===== src/hw/rtl/cdm_ram.sv =====
// Simple dual-port synchronous RAM, one write and one registered read port.
// No dependencies.
module cdm_ram #(
    parameter int WIDTH = 8,
    parameter int DEPTH = 76
) (
    input  logic                     i_clk,
    input  logic                     i_we,
    input  logic [$clog2(DEPTH)-1:0] i_waddr,
    input  logic [WIDTH-1:0]         i_wdata,
    input  logic [$clog2(DEPTH)-1:0] i_raddr,
    output logic [WIDTH-1:0]         o_rdata
);
    logic [WIDTH-1:0] r_mem [DEPTH];
    logic [WIDTH-1:0] r_rdata;

    always_ff @(posedge i_clk) begin
        if (i_we) begin
            r_mem[i_waddr] <= i_wdata;
        end
        r_rdata <= r_mem[i_raddr];
    end

    assign o_rdata = r_rdata;
endmodule


===== config.mk =====
export PLATFORM = sky130hd
export DESIGN_NAME = cdm_ram
export DESIGN_NICKNAME = d
export VERILOG_FILES = /design/src/hw/rtl/cdm_ram.sv
export SDC_FILE = /design/constraint.sdc
export NUM_CORES = 1
export LEC_CHECK = 0
export BUFFER_PORTS_ARGS = -buffer_cell sky130_fd_sc_hd__buf_2
export CORE_AREA = 4 4 227 229
export DETAILED_ROUTE_END_ITERATION = 8
export DIE_AREA = 0 0 231 233
export PLACE_DENSITY = 0.66
export SETUP_SLACK_MARGIN = 0.4
export SLEW_MARGIN = 20
export SYNTH_ARGS = -nofsm -noshare
export SYNTH_HDL_FRONTEND = slang
export SYNTH_SLANG_ARGS = --single-unit

===== constraint.sdc =====
create_clock -name i_clk -period 2.1 [get_ports i_clk]
set_input_delay 0.315 -clock i_clk [delete_from_list [all_inputs] [get_ports i_clk]]
set_output_delay 0.315 -clock i_clk [all_outputs]
set_load 0.02 [all_outputs]

# [Word-level counts from Yosys, hierarchy flattened]
# Memory sizes are Yosys's and may differ from the RTL's. A register that Yosys moved wholly into a read port is not among the register bits.
# Cells that the tools add are included.
[totals] register_bits=0 mem_bits_rw=608 out_inout_bits=8 elab_cells=3 n_memories=1
[op_classes] mux=2
[mem_list] memory="r_mem" depth=76 word_bits=8 rd=1 rd_ports_with_merged_regs=1 wr=1 line="14" text="logic [WIDTH-1:0] r_mem [DEPTH];"
[op_table] operator="1-bit 2-to-1 mux" count=2

# [Longest topological paths before layout]
# Gate-level depths: netlist of the first run.
[depth] depth_word=2 ltp_mapped=9 ltp_nobuf=5

# [Least setup slack after synthesis of the first run]
# No wires, ideal clock.
[synth_path] path_type="input to register" start="in i_raddr[0]" end="reg r_rdata[4], in the netlist o_rdata[4], read port of r_mem" setup_ns=0.135 t_arrival_ns=2.049 setup_slack_ns=-0.084 stages=8 path_buffers=5 cell_sequence="buf_6 -> buf_6 -> buf_4 -> buf_4 -> buf_2 -> mux4_2 -> o211ai_1 -> o311ai_1"
[synth_lines] item="start, declared" line="11" text="input logic [$clog2(DEPTH)-1:0] i_raddr,"
[synth_lines] item="end, declared" line="15" text="logic [WIDTH-1:0] r_rdata;"

==> impl_metrics.tcl, run 1 <==
set metrics [dict create \
    clock_root_buffer "sky130_fd_sc_hd__clkbuf_16" \
    grt_pass1_wl_mm 82.0 \
    avgRoutedWirePerCell_um 27.4 \
    num_io_pins 32 \
    worst-setup-path-type "reg -> reg" \
    layout.filler_cells 3680 \
    drt_pre_antenna_iters 5 \
    track_usage_pct 20.9 \
    ff2ff_path_depth 6 \
    multi_input_comb_area_um2 5640 \
    mappedNetlistNets 1135 \
    core_region_area_um2 49700 \
    globalplace.congestion 0.814 \
    area.sequential_um2 18400 \
    cts_tree "done" \
    first_global_vias 12200 \
    fin_worst_skew_ns 0.0241 \
    drt-vias-per-instance 5.88 \
    drv.max_cap_violation_count 0 \
    die-height_um 233 \
    cts_max_level 2 \
    finalMaxSlewViolations 0 \
    placement.io_buffers 31 \
    worstPathMaxFanout 1 \
    p_leak_nw 9.04 \
    antenna_left 0 \
    maxSlewHeadroom_pct 44.7 \
    min_period_over_period_pct 95.7 \
    hold_violations 0 \
    hold_wc_path_type "in -> reg" \
    end_kind "flop" \
    die-area_um2 53800 \
    critical_path.startpoint_type "flop" \
    global_route.overflow_total 0 \
    via_count 11800 \
    setup_viol_count_final 0 \
    tightestPinTransition_ns 0.829 \
    finalCriticalPeriod_ns 2.01 \
    worst_ep_required_time_ns 2.57 \
    totalWireLength_mm 54.9 \
    chipWidth_um 231 \
    worst-endpoint-arrival_ns 2.48 \
    drive_gt1_share_pct 36.5 \
    worst_vdd_ir_mv 0.938 \
    max_clock_freq_mhz 498 \
    remaining_drc_errors 0 \
    synth_sequential_area_ratio_pct 76.9 \
    finish.net_count 1312 \
    result_of_the_run "finished clean" \
    worst_r2r_startpoint "r_mem[38][0]$_DFFE_PP_" \
    cts-buffers-inserted 61 \
    synth.yosys.warnings 0 \
    yosys_register_bits 616 \
    timing.rr.end "o_rdata[0]$_DFF_P_" \
    syn2layout_area_growth_pct 18.5 \
    layout.cells.most_common "sky130_fd_sc_hd__edfxtp_1" \
    holdPathStages 1 \
    antenna_found_initial 1 \
    worst_hold_startpoint "i_wdata[3]" \
    netlist_instances 1111 \
    netlist-cell-type-count 33 \
    path_clk_slew_ns 0.06 \
    core.rowCount 82 \
    worst_hold_path.endpoint "r_mem[60][3]$_DFFE_PP_" \
    layout_common_cells "sky130_fd_sc_hd__edfxtp_1 (608), sky130_fd_sc_hd__mux4_2 (155), sky130_fd_sc_hd__buf_4 (111)" \
    worst_skew_pair_latency_ns 0.62 \
    rsz_0062_raised_after_global_routing "true" \
    cts_buffer_depth 3 \
    power.density_cell_area_nw_per_um2 885 \
    grt_start_max_net_pins 77 \
    floorplan.initialDensity_pct 48.2 \
    reg2reg_setup_slack_ns 0.09 \
    post_dp_hpwl_mm 35.4 \
    utilization_pct 57.1 \
    syn_area_um2 23900 \
    syn_area_per_cell_um2 21.5 \
    total_power_w 0.0251 \
    drt-initial-drc-count 1393 \
    cts.sink_count 616 \
]
[flip-flops by register name, summed over array words and instances, names as in the netlist]
signal   flops
o_rdata      8
r_mem      608
[report_power, final]
| group | internal [W] | switching (W) | total [W] |
|---|---|---|---|
| logic | 0.000614 | 0.000843 | 0.00146 |
| registers | 0.0136 | 0.0000416 | 0.0136 |
| clock network | 0.00563 | 0.00438 | 0.0100 |
| total | 0.0198 | 0.00527 | 0.0251 |
[Yosys cell counts]
library cell                number  area (um^2)
sky130_fd_sc_hd__edfxtp_1      608        18300
sky130_fd_sc_hd__o21ai_1         6         30.0
sky130_fd_sc_hd__a2111oi_0       2         17.5
sky130_fd_sc_hd__o211ai_1        8         60.1
sky130_fd_sc_hd__nand4b_1        1         8.76
sky130_fd_sc_hd__buf_4           9         67.6
sky130_fd_sc_hd__o2111ai_1       2         17.5
sky130_fd_sc_hd__clkbuf_1       25         93.8
sky130_fd_sc_hd__nand2b_1        9         56.3
sky130_fd_sc_hd__nand4_1         8         50.1
sky130_fd_sc_hd__a32oi_1         4         35.0
sky130_fd_sc_hd__a211oi_1        4         30.0
sky130_fd_sc_hd__mux2i_1        38          380
sky130_fd_sc_hd__nor2b_1        13         81.3
sky130_fd_sc_hd__a31oi_1         5         31.3
sky130_fd_sc_hd__o311ai_1        2         17.5
sky130_fd_sc_hd__mux4_2        151         3400
sky130_fd_sc_hd__buf_12          2         40.0
sky130_fd_sc_hd__and4b_1         2         20.0
sky130_fd_sc_hd__a21oi_1         2         10.0
sky130_fd_sc_hd__buf_2          18         90.1
sky130_fd_sc_hd__nand2_1        36          135
sky130_fd_sc_hd__inv_1           2         7.51
sky130_fd_sc_hd__buf_6           3         33.8
sky130_fd_sc_hd__nand3_1        16         80.1
sky130_fd_sc_hd__a22oi_1         4         30.0
sky130_fd_sc_hd__mux2_2         13          146
sky130_fd_sc_hd__nor3_1          4         20.0
sky130_fd_sc_hd__o21ai_0        10         50.1
sky130_fd_sc_hd__mux4_1          5          131
sky130_fd_sc_hd__nor2_1         89          334
sky130_fd_sc_hd__o22ai_1         2         12.5
sky130_fd_sc_hd__dfxtp_1         8          160
[area by class of cell]
class,instances,share of cell area (%)
Inverter,2,0.0265
Multi-Input combinational cell,436,19.9
Clock buffer,80,5.85
Tap cell,672,2.97
Antenna cell,1,0.00883
Timing Repair Buffer,171,5.67
Clock inverter,28,0.609
Sequential cell,616,65.0
[logic make-up after synthesis]
logic type             count (synthesis)  synth area share (%)
AOI/OAI and AO/OA                     51                  1.43
buffers and inverters                 59                  1.39
DFF                                  616                  76.9
muxes                                207                  17.0
and+or+nand+nor                      178                  3.28
[layer usage]
metal / wire [um] / track usage (%) / vias to the layer above
met5: 18 / 0 / -
met1: 22200 / 29.5 / 6239
met2: 27400 / 33.9 / 470
li1: - / - / 4992
met3: 3840 / 3.76 / 88
met4: 1460 / 6.43 / 2
[metrics by stage]
stage               hold WS, ns  cell area [um^2]  setup slack (ns)  setup TNS, ns  std cells
detailed placement        0.771             26400            -0.486          -2.94       1897
finish                    0.186             28400            0.0905              0       2006
floorplan                 0.414             24400            0.0484              0       1111
global route              0.199             28400            0.0289              0       2005
global placement          0.777             26400            -0.501          -2.92       1897
CTS                       0.167             28400             0.101              0       2005
[how the worst max path moves through the flow]
stage,from,depth (start not counted),to
2_1_floorplan,i_raddr[0],7,o_rdata[7]$_DFF_P_
3_3_place_gp,i_raddr[0],7,o_rdata[0]$_DFF_P_
3_5_place_dp,i_raddr[0],7,o_rdata[0]$_DFF_P_
4_1_cts,r_mem[30][2]$_DFFE_PP_,5,o_rdata[2]$_DFF_P_
5_1_grt,r_mem[21][3]$_DFFE_PP_,5,o_rdata[3]$_DFF_P_
6_report,r_mem[38][0]$_DFFE_PP_,6,o_rdata[0]$_DFF_P_
[timing repair]
item / CTS / global route
gates resized for setup: 19 / 0
hold buffers: 0 / 0
pin swaps: 7 / 1
buffers inserted: 0 / 0
setup endpoints to repair: 8 / 8
[critical path, cell delays in order (launching register included)]
cell                       delay, ns
sky130_fd_sc_hd__edfxtp_1       0.37
sky130_fd_sc_hd__mux4_2         0.49
sky130_fd_sc_hd__mux2i_1        0.15
sky130_fd_sc_hd__buf_4          0.15
sky130_fd_sc_hd__nor2_1         0.04
sky130_fd_sc_hd__a211oi_1       0.50
sky130_fd_sc_hd__o21ai_1        0.15
Power figures use the tool's default switching activity.
==> run 2, diff against run 1 <==
- ABC_AREA: not set -> 1
- CORE_AREA: 4 4 227 229 -> 4 4 232 234
- DIE_AREA: 0 0 231 233 -> 0 0 236 238
==> impl_metrics.tcl, run 2 <==
set metrics [dict create \
    result_of_the_run "finished clean" \
    synth_area_leader_cell "sky130_fd_sc_hd__edfxtp_1" \
    netlist_instances 2112 \
    grt_start_max_net_pins 108 \
    reg2reg_setup_slack_ns 0.56 \
    drive_gt1_share_pct 11.5 \
    post_synth_main_area_contributors "sky130_fd_sc_hd__edfxtp_1 (73%), sky130_fd_sc_hd__nand2_1 (10%), sky130_fd_sc_hd__nand3_1 (9.0%), sky130_fd_sc_hd__nor2_1 (1.9%), sky130_fd_sc_hd__buf_2 (1.0%)" \
    async_reset_ff_share_pct 0 \
    critical-path-max-stage-delay_ns 0.37 \
    syn_area_per_cell_um2 11.9 \
    tightestPinTransition_ns 0.637 \
    synth_sequential_area_ratio_pct 73.5 \
    core.rowCount 84 \
    die-height_um 238 \
    flip_flop_count_of_the_largest_register_after_layout 608 \
    cp.buffers_inverters 0 \
    yosys.cell_count.top_type "sky130_fd_sc_hd__nand2_1" \
    holdPathStages 3 \
    globalplace.congestion 0.853 \
    path_common_cell "sky130_fd_sc_hd__nand2_1" \
    core_region_area_um2 52000 \
    setup_viol_count_final 0 \
    netlist-cell-type-count 21 \
    worst_r2r_startpoint "r_mem[29][5]$_DFFE_PP_" \
    chipWidth_um 236 \
    synth-main-ff-cell "sky130_fd_sc_hd__edfxtp_1" \
    worst-endpoint-arrival_ns 2.04 \
    cts.sink_count 616 \
    antenna_found_initial 1 \
    syn2layout_area_growth_pct 14.4 \
    max_clock_freq_mhz 651 \
    num_io_pins 32 \
    finalMaxSlewViolations 0 \
    drv.max_cap_violation_count 0 \
    post-synth-top-area-fraction_pct 72.8 \
    cts_resizes 0 \
    cts-buffers-inserted 60 \
    post_dp_hpwl_mm 37.4 \
    placement.io_buffers 31 \
    worst_hold_startpoint "i_raddr[6]" \
    critical_path.cell_chain "nand2_1 -> nand3_1 -> nand3_1 -> nand2_1 -> nand2_1 -> nand3_1 -> nand3_1 -> nand2_1 -> nand2_1 -> nand2_1" \
    critical_path.startpoint_type "flop" \
    floorplan.initialDensity_pct 48.2 \
    hold_wc_path_type "in -> reg" \
    mappedNetlistNets 2136 \
    fin_worst_skew_ns 0.0199 \
    avgRoutedWirePerCell_um 21.8 \
    met1_demand_to_capacity_share_in_global_routing_pct 31.7 \
    remaining_drc_errors 0 \
    worst_skew_pair_latency_ns 0.62 \
    hold_violations 0 \
    grt_use_met3_pct 3.58 \
    grt.busiest_layer "met2" \
    tns_ns 0 \
    syn_area_um2 25100 \
    layout_common_cells "sky130_fd_sc_hd__nand2_1 (673), sky130_fd_sc_hd__edfxtp_1 (608), sky130_fd_sc_hd__nand3_1 (452)" \
    end_kind "flop" \
    antenna_left 0 \
    cts_tree "done" \
    number_of_flops_mapped_to_enable_cells_by_yosys 608 \
    ff2ff_path_depth 10 \
    p_leak_nw 10.3 \
    met2_demand_to_capacity_share_in_global_routing_pct 36.6 \
    grt_pass1_wl_mm 98.0 \
    first_global_vias 16200 \
    yosys_register_bits 616 \
    worst_ep_required_time_ns 2.61 \
    via_count 16700 \
    cts_buffer_depth 3 \
    min_period_over_period_pct 73.2 \
    finalCriticalPeriod_ns 1.54 \
    utilization_pct 55.1 \
    worst_vdd_ir_mv 0.574 \
    worst-setup-path-type "reg -> reg" \
    maxSlewHeadroom_pct 57.5 \
    drt-initial-drc-count 1974 \
    power.density_cell_area_nw_per_um2 907 \
    worst_hold_path.endpoint "o_rdata[1]$_DFF_P_" \
    cts_max_level 2 \
    registers.top_by_ff_count "r_mem" \
    track_usage_pct 22.6 \
    clock_root_buffer "sky130_fd_sc_hd__clkbuf_16" \
    finish.net_count 2226 \
    totalWireLength_mm 64.2 \
    layout.cells.most_common "sky130_fd_sc_hd__nand2_1" \
    drt-vias-per-instance 5.69 \
    rsz_0062_raised_after_global_routing "false" \
    die-area_um2 56200 \
    drt_pre_antenna_iters 6 \
    cpLargestDelayFamily "simple AND/OR/NAND/NOR gates" \
    post-cts-setup-buffers 0 \
    critPathLaunch "r_mem[29][5]$_DFFE_PP_" \
    path_clk_slew_ns 0.06 \
    timing.rr.end "o_rdata[5]$_DFF_P_" \
    synth.yosys.warnings 0 \
    critical-path-slowest-cell "sky130_fd_sc_hd__edfxtp_1" \
    global_route.overflow_total 0 \
    worstPathMaxFanout 1 \
    postCtsHoldBufs 0 \
    synth.top_cells.by_count "sky130_fd_sc_hd__nand2_1 (673), sky130_fd_sc_hd__edfxtp_1 (608), sky130_fd_sc_hd__nand3_1 (452), sky130_fd_sc_hd__nor2_1 (125), sky130_fd_sc_hd__buf_2 (52)" \
]
-- run 2: cell families (layout without fill, tap and decap cells) --
group | count (synthesis) | after routing | share of synthesized area (%)
other | 0 | 1 | 0
buffers and inverters | 151 | 290 | 3.42
AOI/OAI and AO/OA | 82 | 82 | 1.85
and+or+nand+nor | 1263 | 1263 | 21.3
DFF | 616 | 616 | 73.5
-- run 2: routing by layer --
layer	up-vias	routed length [um]
li1	7652	-
met3	127	5020
met5	-	0
met2	737	30900
met1	8227	26400
met4	0	1900
-- run 2: worst max path at each step --
stage          cells after the start  slack, ns                     end
2_1_floorplan                      5       0.30  r_mem[63][0]$_DFFE_PP_
3_3_place_gp                      14       0.02      o_rdata[4]$_DFF_P_
3_5_place_dp                      14     0.0004      o_rdata[4]$_DFF_P_
4_1_cts                            1       0.54              o_rdata[7]
5_1_grt                           10       0.48      o_rdata[5]$_DFF_P_
6_report                          10       0.56      o_rdata[5]$_DFF_P_
-- run 2: worst min-delay path, cell delays in order --
cell and delay [ns]:
sky130_fd_sc_hd__buf_2 0.17, sky130_fd_sc_hd__o211ai_1 0.11, sky130_fd_sc_hd__nand2_1 0.06
-- run 2: area by class of cell --
| cell class | count | area (um^2) |
|---|---|---|
| tap | 688 | 861 |
| multi-input combinational | 1345 | 5830 |
| clock buffer | 72 | 1590 |
| inverter | 19 | 81.3 |
| clock inverter | 39 | 377 |
| sequential | 616 | 18400 |
| antenna | 1 | 2.50 |
| fill | 4264 | 23300 |
| timing repair buffer | 160 | 1520 |
-- run 2: report_power, final --
group	internal [W]	switching, W	total, W
Sequential	0.0136	0.0000272	0.0136
Combinational	0.000465	0.00120	0.00166
Clock	0.00623	0.00452	0.0108
Total	0.0203	0.00574	0.0260
-- run 2: metrics by stage --
step                      std cells  setup slack (ns)  cell area (um^2)  hold WS [ns]  power [W]
after floorplan                2112             0.299             25100         0.414     0.0148
after global placement         2828            0.0206             26700         0.664     0.0155
after detailed placement       2828          0.000390             26700         0.666     0.0155
after CTS                      2939             0.536             28700        0.0504     0.0261
after global routing           2940             0.476             28700        0.0836     0.0268
final                          2940             0.564             28700        0.0813     0.0260
==> run 3, diff against run 2 <==
- PLACE_DENSITY: 0.66 -> not set
- clock period: 2.1 -> 1.6 ns (I/O delays scaled with it)
==> impl_metrics.tcl, run 3 (synthesis gave the netlist of run 2 again) <==
set metrics [dict create \
    cts_tree "done" \
    cts-buffers-inserted 60 \
    cts_max_level 2 \
    layout.filler_cells 4166 \
    end_kind "flop" \
    worstPathMaxFanout 1 \
    post-cts-setup-buffers 0 \
    finalCriticalPeriod_ns 1.36 \
    totalWireLength_mm 65.3 \
    worst_hold_startpoint "i_raddr[6]" \
    num_io_pins 32 \
    path_common_cell "sky130_fd_sc_hd__nand2_2" \
    rsz_0062_raised_after_global_routing "true" \
    hold_violations 0 \
    core_region_area_um2 52000 \
    antenna_found_initial 0 \
    worst_vdd_ir_mv 0.906 \
    placement.io_buffers 31 \
    maxSlewHeadroom_pct 52.6 \
    flip_flop_count_of_the_largest_register_after_layout 608 \
    holdPathStages 3 \
    min_period_over_period_pct 85.1 \
    chipWidth_um 236 \
    post_dp_hpwl_mm 40.4 \
    layout_common_cells "sky130_fd_sc_hd__nand2_1 (634), sky130_fd_sc_hd__edfxtp_1 (608), sky130_fd_sc_hd__nand3_1 (366)" \
    globalplace.congestion 0.906 \
    die-height_um 238 \
    setup_viol_count_final 0 \
    reg2reg_setup_slack_ns 0.24 \
    path_clk_slew_ns 0.06 \
    registers.top_by_ff_count "r_mem" \
    core.rowCount 84 \
    finish.net_count 2292 \
    worst_skew_pair_latency_ns 0.62 \
    grt_start_max_net_pins 77 \
    worst_r2r_startpoint "r_mem[43][1]$_DFFE_PP_" \
    antenna_cells 0 \
    remaining_drc_errors 0 \
    clock_root_buffer "sky130_fd_sc_hd__clkbuf_16" \
    drt-vias-per-instance 5.58 \
    die-area_um2 56200 \
    crit_cells 10 \
    drive_gt1_share_pct 20.6 \
    drt-initial-drc-count 1547 \
    utilization_pct 58.2 \
    floorplan.initialDensity_pct 48.2 \
    critical-path-slowest-cell "sky130_fd_sc_hd__edfxtp_1" \
    setup_slack_ns 0.238 \
    cts.sink_count 616 \
    result_of_the_run "finished clean" \
    first_global_vias 16600 \
    placed_cell_areas_um2 27800 \
    worst-setup-path-type "reg -> reg" \
    critical_path.startpoint_type "flop" \
    p_leak_nw 10.9 \
    via_count 16700 \
    worst_hold_path.endpoint "o_rdata[3]$_DFF_P_" \
    antenna_left 0 \
    ff2ff_path_depth 10 \
    global_route.overflow_total 0 \
    finalMaxSlewViolations 0 \
    critical-path-max-stage-delay_ns 0.38 \
    cpLargestDelayFamily "simple AND/OR/NAND/NOR gates" \
    grt_pass1_wl_mm 100 \
    worst-endpoint-arrival_ns 1.86 \
    timing.rr.end "o_rdata[1]$_DFF_P_" \
    track_usage_pct 23.1 \
    power.density_cell_area_nw_per_um2 1120 \
    final_area_um2 30300 \
    layout.cells.most_common "sky130_fd_sc_hd__nand2_1" \
    drt_pre_antenna_iters 5 \
    worst_ep_required_time_ns 2.10 \
    drv.max_cap_violation_count 0 \
    hold_wc_path_type "in -> reg" \
    critical_path.cell_chain "nand2_1 -> nand3_1 -> nand3_2 -> nand2_2 -> nand2_1 -> nand3_2 -> nand3_4 -> nand2_2 -> nand2_2 -> nand2_2" \
    tightestPinTransition_ns 0.710 \
    max_clock_freq_mhz 734 \
    fin_worst_skew_ns 0.0115 \
    worst_slack_at_placement_ns -0.297 \
    syn2layout_area_growth_pct 20.8 \
    avgRoutedWirePerCell_um 21.8 \
    cp.buffers_inverters 0 \
    cts_buffer_depth 3 \
]
[run 3: cell count changes in the layout (fill, tap and decap cells not counted), moves of 6 or more]
cell,previous run,this run
sky130_fd_sc_hd__nand3_1,452,366
sky130_fd_sc_hd__buf_4,99,133
sky130_fd_sc_hd__nand2_1,673,634
sky130_fd_sc_hd__buf_2,29,21
sky130_fd_sc_hd__nor2_4,0,13
sky130_fd_sc_hd__buf_12,31,59
sky130_fd_sc_hd__nor2_2,2,12
sky130_fd_sc_hd__nand2_2,0,38
sky130_fd_sc_hd__dfxtp_2,0,6
sky130_fd_sc_hd__buf_6,0,8
sky130_fd_sc_hd__dfxtp_1,8,0
sky130_fd_sc_hd__nand3_2,0,76
sky130_fd_sc_hd__nor2_1,123,100
sky130_fd_sc_hd__nand3_4,0,10
[run 3: layout make-up]
cell class | count | area [um^2] | area share, %
sequential | 616 | 18400 | 60.8
clock buffer | 76 | 1580 | 5.22
tap | 688 | 861 | 2.84
inverter | 19 | 105 | 0.347
timing repair buffer | 226 | 2430 | 8.02
multi-input combinational | 1345 | 6610 | 21.8
clock inverter | 30 | 275 | 0.909
[run 3: worst max path at each step]
stage                           start                      to  slack (ns)
2_1_floorplan              i_waddr[1]  r_mem[57][0]$_DFFE_PP_        0.05
3_3_place_gp               i_raddr[1]      o_rdata[2]$_DFF_P_       -0.26
4_1_cts        r_mem[55][1]$_DFFE_PP_      o_rdata[1]$_DFF_P_        0.21
6_report       r_mem[43][1]$_DFFE_PP_      o_rdata[1]$_DFF_P_        0.24
3_5_place_dp               i_raddr[0]      o_rdata[3]$_DFF_P_       -0.30
5_1_grt        r_mem[11][3]$_DFFE_PP_      o_rdata[3]$_DFF_P_        0.16
[run 3: power breakdown]
part	internal (W)	total, W	leakage, nW	switching (W)
sequential	0.0178	0.0179	5.53	0.0000420
combinational	0.000862	0.00261	4.45	0.00175
clock	0.00775	0.0136	0.911	0.00581
total	0.0264	0.0340	10.9	0.00760
[run 3: through the flow]
| step | power (W) | hold slack (ns) | std cells | TNS, ns |
|---|---|---|---|---|
| final | 0.0340 | 0.0372 | 3000 | 0 |
| after detailed placement | 0.0206 | 0.538 | 2890 | -13.23 |
| after global routing | 0.0351 | 0.0452 | 3000 | 0 |
| after CTS | 0.0341 | 0.00461 | 3000 | 0 |
| after floorplan | 0.0194 | 0.339 | 2112 | 0 |
| after global placement | 0.0206 | 0.525 | 2890 | -6.61 |
[run 3: per-layer routing]
layer  GRT usage, %  up-vias  share of wire (%)
li1               -     7785                  -
met1           31.9     8325                 42
met2           38.6      532                 49
met3           3.24      101                5.9
met4           7.08        0                2.9
met5              0        -                  0
[run 3: repair_timing]
item / in CTS / in global routing
gates cloned: 0 / 0
setup endpoints to repair: 16 / 16
hold endpoints to repair: 10 / 0
resized for setup: 65 / 91
pin swaps: 24 / 62
hold buffers: 4 / 0
[run 3: worst register-to-register path: stages (launching register included)]
cell	delay [ns]
sky130_fd_sc_hd__edfxtp_1	0.38
sky130_fd_sc_hd__nand2_1	0.08
sky130_fd_sc_hd__nand3_1	0.10
sky130_fd_sc_hd__nand3_2	0.09
sky130_fd_sc_hd__nand2_2	0.07
sky130_fd_sc_hd__nand2_1	0.07
sky130_fd_sc_hd__nand3_2	0.10
sky130_fd_sc_hd__nand3_4	0.15
sky130_fd_sc_hd__nand2_2	0.07
sky130_fd_sc_hd__nand2_2	0.07
sky130_fd_sc_hd__nand2_2	0.05
